<file path="config.mk">
export PLATFORM = sky130hd
export DESIGN_NAME = bubble_sort_with_direction
export DESIGN_NICKNAME = d
export VERILOG_FILES = /design/src/rtl/bswd_pkg.sv /design/src/rtl/bswd_ram.sv /design/src/rtl/bubble_sort_with_direction.sv
export SDC_FILE = /design/constraint.sdc
export NUM_CORES = 2
export LEC_CHECK = 0
export BUFFER_PORTS_ARGS = -buffer_cell sky130_fd_sc_hd__buf_2
export CAP_MARGIN = 20
export CORE_MARGIN = 2
export CORE_UTILIZATION = 45
export CTS_BUF_LIST = sky130_fd_sc_hd__clkbuf_8
export CTS_CLUSTER_DIAMETER = 80
export DETAILED_ROUTE_END_ITERATION = 8
export PLACE_DENSITY = 0.68
export SYNTH_ARGS = -nofsm -noshare
export SYNTH_HDL_FRONTEND = slang
export SYNTH_SLANG_ARGS = --single-unit
</file>
<file path="constraint.sdc">
create_clock -name clock -period 4.9 [get_ports clock]
set_clock_uncertainty 0.15 [all_clocks]
set_input_delay 0 -clock clock [delete_from_list [all_inputs] [get_ports clock]]
set_output_delay 0 -clock clock [all_outputs]
set_load 0.02 [all_outputs]
</file>
<file path="src/rtl/bswd_pkg.sv">
// Shared types and constants for the bubble sort block with selectable direction.
// No dependencies; used by bubble_sort_with_direction.
`default_nettype none

package bswd_pkg;

   localparam int DATA_W            = 32;
   localparam int MAX_ELEMENTS_DEF  = 64;
   localparam int CSR_ADDR_W        = 3;

   // register index of sort_direction
   localparam logic REG_SORT_DIRECTION = 1'b0;

   typedef enum logic [2:0] {
      ST_LOAD,
      ST_PASS_START,
      ST_PASS_FIRST,
      ST_PASS_RUN,
      ST_PASS_END,
      ST_EMIT_READ,
      ST_EMIT_SHOW
   } state_type;

endpackage

`default_nettype wire

</file>
<file path="src/rtl/bswd_ram.sv">
// Generic single-write, single-read RAM with registered read data.
// No dependencies.
`default_nettype none

module bswd_ram #(
   parameter int WIDTH = 32,
   parameter int DEPTH = 64
) (
   input  wire logic                     clock,
   input  wire logic                     wr_en,
   input  wire logic [$clog2(DEPTH)-1:0] wr_addr,
   input  wire logic [WIDTH-1:0]         wr_data,
   input  wire logic [$clog2(DEPTH)-1:0] rd_addr,
   output logic      [WIDTH-1:0]         rd_data
);

   logic [WIDTH-1:0] mem_ff [DEPTH];
   logic [WIDTH-1:0] rd_data_ff;

   always_ff @(posedge clock) begin
      if (wr_en) begin
         mem_ff[wr_addr] <= wr_data;
      end
      rd_data_ff <= mem_ff[rd_addr];
   end

   assign rd_data = rd_data_ff;

endmodule

`default_nettype wire

</file>
<file path="src/rtl/bubble_sort_with_direction.sv">
// Top level: loads a set of signed words, bubble-sorts them in place, streams them out.
// Depends on bswd_pkg and bswd_ram.
//
//   channel   direction   handshake              payload
//   req       in          req_tvalid/req_tready  req_tdata = value, req_tlast = is_last
//   rsp       out         rsp_tvalid/rsp_tready  rsp_tdata = sorted_value, rsp_tlast = is_last_res
//   csr       in          APB, pready high       addr 0: sort_direction (bit 0)
//
// Loading writes each accepted beat straight into the element RAM. A set of N elements then
// sorts with one comparator over the element RAM in at most N passes, and each output beat
// is a RAM read followed by a show.
// req_tready is low after the completing beat until the last result beat is taken.
// Reset is synchronous and clears control state and sort_direction; the RAM is not cleared.
`default_nettype none

module bubble_sort_with_direction #(
   parameter int MAX_ELEMENTS = bswd_pkg::MAX_ELEMENTS_DEF
) (
   input  wire logic                              clock,
   input  wire logic                              reset,
   // req_tdata: [31:0] value
   input  wire logic                              req_tvalid,
   output logic                                   req_tready,
   input  wire logic [bswd_pkg::DATA_W-1:0]       req_tdata,
   input  wire logic                              req_tlast,
   // rsp_tdata: [31:0] sorted_value
   output logic                                   rsp_tvalid,
   input  wire logic                              rsp_tready,
   output logic      [bswd_pkg::DATA_W-1:0]       rsp_tdata,
   output logic                                   rsp_tlast,
   input  wire logic                              csr_psel,
   input  wire logic                              csr_penable,
   input  wire logic                              csr_pwrite,
   input  wire logic [bswd_pkg::CSR_ADDR_W-1:0]   csr_paddr,
   input  wire logic [31:0]                       csr_pwdata,
   output logic      [31:0]                       csr_prdata,
   output logic                                   csr_pready
);

   localparam int AW = $clog2(MAX_ELEMENTS);
   localparam int CW = $clog2(MAX_ELEMENTS + 1);
   localparam int DW = bswd_pkg::DATA_W;

   bswd_pkg::state_type state_ff, state_in;
   logic [CW-1:0]        count_ff, count_in;
   logic [AW-1:0]        idx_ff, idx_in;
   logic signed [DW-1:0] held_ff, held_in;
   logic                 swapped_ff, swapped_in;
   logic                 dir_ff, dir_in;

   logic                 wr_en;
   logic [AW-1:0]        wr_addr;
   logic [DW-1:0]        wr_data;
   logic [AW-1:0]        rd_addr;
   logic [DW-1:0]        rd_data;

   logic                 req_beat;
   logic                 rsp_beat;
   logic                 set_done;
   logic [AW-1:0]        last_idx;
   logic signed [DW-1:0] cand;
   logic                 out_of_order;
   logic                 csr_write;
   logic                 csr_hit;

   bswd_ram #(
      .WIDTH (DW),
      .DEPTH (MAX_ELEMENTS)
   ) u_store (
      .clock   (clock),
      .wr_en   (wr_en),
      .wr_addr (wr_addr),
      .wr_data (wr_data),
      .rd_addr (rd_addr),
      .rd_data (rd_data)
   );

   // configuration
   assign csr_pready = 1'b1;
   assign csr_hit    = (csr_paddr[2] == bswd_pkg::REG_SORT_DIRECTION);
   assign csr_write  = csr_psel && csr_penable && csr_pwrite && csr_pready;
   assign dir_in     = (csr_write && csr_hit) ? csr_pwdata[0] : dir_ff;
   assign csr_prdata = csr_hit ? {31'b0, dir_ff} : 32'b0;

   assign req_tready = (state_ff == bswd_pkg::ST_LOAD);
   assign req_beat   = req_tvalid && req_tready;
   assign rsp_tvalid = (state_ff == bswd_pkg::ST_EMIT_SHOW);
   assign rsp_beat   = rsp_tvalid && rsp_tready;
   assign rsp_tdata  = rd_data;

   assign last_idx     = AW'(count_ff - 1'b1);
   assign rsp_tlast    = (idx_ff == last_idx);
   assign set_done     = req_tlast || (count_ff == CW'(MAX_ELEMENTS - 1));
   assign cand         = $signed(rd_data);
   assign out_of_order = dir_ff ? (cand > held_ff) : (held_ff > cand);

   // next state
   always_comb begin
      state_in = state_ff;
      unique case (state_ff)
         bswd_pkg::ST_LOAD: begin
            if (req_beat && set_done) begin
               state_in = (count_ff == '0) ? bswd_pkg::ST_EMIT_READ
                                           : bswd_pkg::ST_PASS_START;
            end
         end
         bswd_pkg::ST_PASS_START: state_in = bswd_pkg::ST_PASS_FIRST;
         bswd_pkg::ST_PASS_FIRST: state_in = bswd_pkg::ST_PASS_RUN;
         bswd_pkg::ST_PASS_RUN: begin
            if (idx_ff == last_idx) begin
               state_in = bswd_pkg::ST_PASS_END;
            end
         end
         bswd_pkg::ST_PASS_END: begin
            state_in = swapped_ff ? bswd_pkg::ST_PASS_START : bswd_pkg::ST_EMIT_READ;
         end
         bswd_pkg::ST_EMIT_READ: state_in = bswd_pkg::ST_EMIT_SHOW;
         bswd_pkg::ST_EMIT_SHOW: begin
            if (rsp_beat) begin
               state_in = rsp_tlast ? bswd_pkg::ST_LOAD : bswd_pkg::ST_EMIT_READ;
            end
         end
         default: state_in = bswd_pkg::ST_LOAD;
      endcase
   end

   // datapath and RAM control
   always_comb begin
      count_in   = count_ff;
      idx_in     = idx_ff;
      held_in    = held_ff;
      swapped_in = swapped_ff;
      wr_en      = 1'b0;
      wr_addr    = idx_ff;
      wr_data    = held_ff;
      rd_addr    = idx_ff;
      unique case (state_ff)
         bswd_pkg::ST_LOAD: begin
            if (req_beat) begin
               wr_en    = 1'b1;
               wr_addr  = count_ff[AW-1:0];
               wr_data  = req_tdata;
               count_in = CW'(count_ff + 1'b1);
               idx_in   = '0;
            end
         end
         bswd_pkg::ST_PASS_START: begin
            rd_addr    = '0;
            swapped_in = 1'b0;
         end
         bswd_pkg::ST_PASS_FIRST: begin
            held_in = cand;
            rd_addr = AW'(1);
            idx_in  = AW'(1);
         end
         bswd_pkg::ST_PASS_RUN: begin
            // keep the element that travels on, drop the other behind it
            wr_en   = 1'b1;
            wr_addr = AW'(idx_ff - 1'b1);
            wr_data = out_of_order ? cand : held_ff;
            held_in = out_of_order ? held_ff : cand;
            if (out_of_order) begin
               swapped_in = 1'b1;
            end
            rd_addr = AW'(idx_ff + 1'b1);
            if (idx_ff != last_idx) begin
               idx_in = AW'(idx_ff + 1'b1);
            end
         end
         bswd_pkg::ST_PASS_END: begin
            wr_en   = 1'b1;
            wr_addr = last_idx;
            wr_data = held_ff;
            idx_in  = '0;
         end
         bswd_pkg::ST_EMIT_READ: begin
            rd_addr = idx_ff;
         end
         bswd_pkg::ST_EMIT_SHOW: begin
            rd_addr = idx_ff;
            if (rsp_beat) begin
               if (rsp_tlast) begin
                  count_in = '0;
                  idx_in   = '0;
               end else begin
                  idx_in = AW'(idx_ff + 1'b1);
               end
            end
         end
         default: begin
         end
      endcase
   end

   always_ff @(posedge clock) begin
      if (reset) begin
         state_ff   <= bswd_pkg::ST_LOAD;
         count_ff   <= '0;
         idx_ff     <= '0;
         swapped_ff <= 1'b0;
         dir_ff     <= 1'b0;
      end else begin
         state_ff   <= state_in;
         count_ff   <= count_in;
         idx_ff     <= idx_in;
         swapped_ff <= swapped_in;
         dir_ff     <= dir_in;
      end
      held_ff <= held_in;
   end

   // checks
   a_no_overlap: assert property (@(posedge clock) disable iff (reset)
      !(req_tready && rsp_tvalid))
      else $error("input accepted while results pending");

   a_back_to_load: assert property (@(posedge clock) disable iff (reset)
      (rsp_beat && rsp_tlast) |=> (req_tready && count_ff == '0))
      else $error("block did not return to loading after last result");

   a_pass_bound: assert property (@(posedge clock) disable iff (reset)
      (state_ff == bswd_pkg::ST_PASS_RUN) |-> (idx_ff <= last_idx && count_ff >= CW'(2)))
      else $error("compare index ran past the set");

   a_stable_result: assert property (@(posedge clock) disable iff (reset)
      (rsp_tvalid && !rsp_tready) |=> (rsp_tvalid && $stable(rsp_tdata)))
      else $error("result changed while stalled");

endmodule

`default_nettype wire
</file>
==> results.py <==
metrics = {
    "status": {
        "outcome": "finished clean",
    },
    "clock_network": {
        "cts_buffer_depth": 4,
        "root_buffer": "clkbuf_8",
        "clkTransAtPathRegs_ns": 0.06,
        "cts_inserted_buffers": 345,
        "post_cts_buffers": 0,
        "clock_latency_ns": 1.04,
        "cts_max_level": 5,
        "clock_sinks": 2130,
        "cts_resized": 0,
        "cts_tree": "done",
    },
    "critical_path": {
        "reg2reg_slack_ns": 0.26,
        "crit_chain": "inv_1 > ha_1 > a21oi_1 > o21ai_0 > a221oi_1 > nor2_1 > a31oi_4 > buf_4 > mux2i_1 > a311o_2 > buf_4",
        "r2r_end": "u_store.mem_ff[52][12]",
        "cp.arrival_ns": 5.27,
        "cpPeakStageDelay_ns": 0.81,
        "worst-endpoint-required_ns": 5.53,
        "rr_worst_depth": 11,
        "cp-end-kind": "flip-flop",
        "crit_top_cell": "buf_4",
        "r2r-start": "u_store.rd_data[16]",
        "critPathMaxFanout": 41,
        "critPathLaunchType": "flip-flop",
        "worst_path_max_delay_cell": "a311o_2",
        "timing_worst_setup_path_type": "flip-flop to flip-flop",
    },
    "logic_synthesis": {
        "ys_warn_count": 0,
        "synth_top_cell_by_area": "edfxtp_1",
        "synth_edf_count": 2080,
        "synth_area_per_cell_um2": 20.45,
        "synth_area_leaders": "edfxtp_1, mux4_2, mux2i_1",
        "ys.flop_type": "edfxtp_1",
        "ys_seq_elements": 2130,
        "async_flop_share_pct": 0,
        "yosysTopAreaCellShare_pct": 73.94,
        "synth.distinct_cells": 65,
        "synth_cells": 4131,
        "syn_area_mm2": 0.08448,
        "synth-seq-area-share_pct": 75.12,
    },
    "sta": {
        "hold_slack_ns": 0.09358,
        "rsz0062_at_grt": "no",
        "slew_headroom_pct": 30.97,
        "worstMarginPinSlew_ns": 1.035,
        "post-route-period-util_pct": 94.68,
        "min_period_ns": 4.639,
        "fin_ws_ns": 0.2606,
        "tns_ns": 0,
        "fmax_mhz": 215.5,
        "hold_violations": 0,
        "final_max_slew_viol_count": 0,
        "finalSetupViolCount": 0,
    },
    "routing": {
        "ant_nets": 0,
        "drc": 0,
        "drt-total-wl_um": 219500,
        "vias_per_cell": 6.024,
        "num_vias": 44330,
        "wl_per_cell_um": 29.82,
        "dr.pass1.iters": 6,
        "drtIter0Drc": 5360,
    },
    "pwr": {
        "internal_power_mw": 37.82,
        "p_clk_share_pct": 25.3,
        "seq_power_share_pct": 44.7,
        "p_comb_share_pct": 30.0,
        "p_leak_nw": 31.43,
        "switching_share_pct": 31.68,
        "vdd.ir_drop.worst_mv": 0.4116,
        "p_sw_mw": 17.54,
        "powerDensity_mw_per_mm2": 571.1,
        "finalPower_mw": 55.35,
    },
    "floorplanning": {
        "die-area_mm2": 0.1912,
        "fp.dieW_um": 437.3,
        "fp.dieH_um": 437.3,
        "ios": 143,
        "initial_core_util_pct": 45.13,
        "core_mm2": 0.1872,
        "rows": 159,
    },
    "placed_design": {
        "dp_slack_ns": 0.3624,
        "gp_congestion": 0.8869,
        "hpwl_um": 122600,
        "portBuffers": 77,
    },
    "global_routing": {
        "grt_pass1_wl_um": 312200,
        "grt_use_total_pct": 22.76,
        "grt_pass1_vias": 44100,
        "antenna_found_initial": 5,
        "grt_max_degree": 85,
        "grt_remaining_overflow": 0,
    },
    "min_path": {
        "min_path_type": "input port to flip-flop",
        "hold_end": "u_store.mem_ff[36][2]",
        "hold_path_depth": 4,
        "hp-start": "req_tdata[2]",
    },
    "layout": {
        "final_cell_mix": "edfxtp_1, mux4_2, clkbuf_8, nand2_1, buf_4",
        "layout_commonest_cell": "edfxtp_1",
        "drive_gt1_share_pct": 29.42,
        "num-nets-final": 4724,
        "area_growth_pct": 14.73,
        "postLayoutCoreUtil_pct": 51.77,
    },
    "run": {
        "maxCapViolCount": 0,
    },
}
state kept, by name, indices dropped and copies added, names as in the netlist:
| register | cells |
|---|---|
| u_store.mem_ff | 2048 |
| swapped_ff | 1 |
| held_ff | 32 |
| dir_ff | 1 |
| count_ff | 7 |
| idx_ff | 6 |
| state_ff | 3 |
| u_store.rd_data | 32 |
cell usage after synthesis (10+ instances only):
cell / instances
a311o_1: 32
nand4_1: 12
a31oi_1: 61
o21ai_0: 17
buf_6: 10
o32ai_1: 31
nand3_1: 42
mux2_2: 33
buf_2: 101
nand2_1: 234
nand4b_1: 33
ha_1: 37
a21oi_1: 25
a211oi_1: 94
nor2b_1: 12
and3_1: 63
clkbuf_1: 111
inv_1: 42
nor2_1: 96
a221o_1: 34
edfxtp_1: 2080
dfxtp_1: 50
mux2i_1: 106
buf_4: 59
mux4_2: 512
and2_1: 95
worst max path at each step:
stage | from | to | cells after the start
2_1_floorplan | u_store.rd_data[14] | held_ff[0] | 9
3_3_place_gp | u_store.rd_data[16] | u_store.mem_ff[13][19] | 10
3_5_place_dp | u_store.rd_data[16] | u_store.mem_ff[51][12] | 11
4_1_cts | u_store.rd_data[16] | u_store.mem_ff[50][12] | 11
5_1_grt | u_store.rd_data[14] | u_store.mem_ff[54][12] | 11
6_report | u_store.rd_data[16] | u_store.mem_ff[52][12] | 11
area by class of cell:
class / count / area, um^2
Clock inverter: 242 / 1306
Antenna cell: 5 / 12.51
Multi-Input combinational cell: 1701 / 20140
Inverter: 42 / 157.7
Tap cell: 2495 / 3122
Sequential cell: 2130 / 63460
Clock buffer: 353 / 4858
Fill cell: 14470 / 90290
Timing Repair Buffer: 392 / 3859
power by group through the flow:
stage / sequential [mW] / combinational [mW] / clock [mW]
final: 24.8 / 16.6 / 14.0
after detailed placement: 25.1 / 16.5 / 0
after global routing: 24.8 / 17.5 / 15.0
after floorplan: 25.2 / 9.48 / 0
after global placement: 25.1 / 16.1 / 0
after CTS: 24.7 / 16.6 / 14.2
per-stage QoR:
stage,cells,cell area [um^2]
2_1_floorplan,4161,84590
3_3_place_gp,6721,90290
3_5_place_dp,6725,90370
4_1_cts,7351,96840
5_1_grt,7360,96920
6_report,7360,96920
what timing repair did:
action                                  in CTS  in global routing
endpoints found under the setup margin       0                  0
endpoints found under the hold margin      580                128
hold buffers                                31                  2
kinds of logic (layout without fill, tap and decap cells):
| logic type | count (synthesis) | in the layout | synth area share, % |
|---|---|---|---|
| adder cells (fa/ha/maj) | 37 | 37 | 0.5480 |
| XOR/XNOR | 16 | 16 | 0.2148 |
| multiplexers | 651 | 651 | 15.35 |
| flip-flops | 2130 | 2130 | 75.12 |
| other | 2 | 37 | 0.008890 |
| AO/OA/AOI/OAI | 341 | 341 | 3.099 |
| AND/OR/NAND/NOR | 624 | 624 | 3.694 |
| buffers and inverters | 330 | 1029 | 1.967 |
worst max-delay path: cells and delay by family (launching register included):
family	cells	cell delay [ns]
AOI/OAI and AO/OA	5	1.77
buffers and inverters	3	1.09
DFF	1	0.75
muxes	1	0.26
adders and majority gates	1	0.22
and+or+nand+nor	1	0.13
routing by layer:
layer / part of all wire, % / global-route usage, % / vias up
met2: 47 / 35.53 / 2394
met4: 4.0 / 9.116 / 0
met5: 0 / 0 / -
li1: - / - / 18110
met3: 9.2 / 4.647 / 344
met1: 40 / 31.57 / 23490
Power figures use the tool's default switching activity.
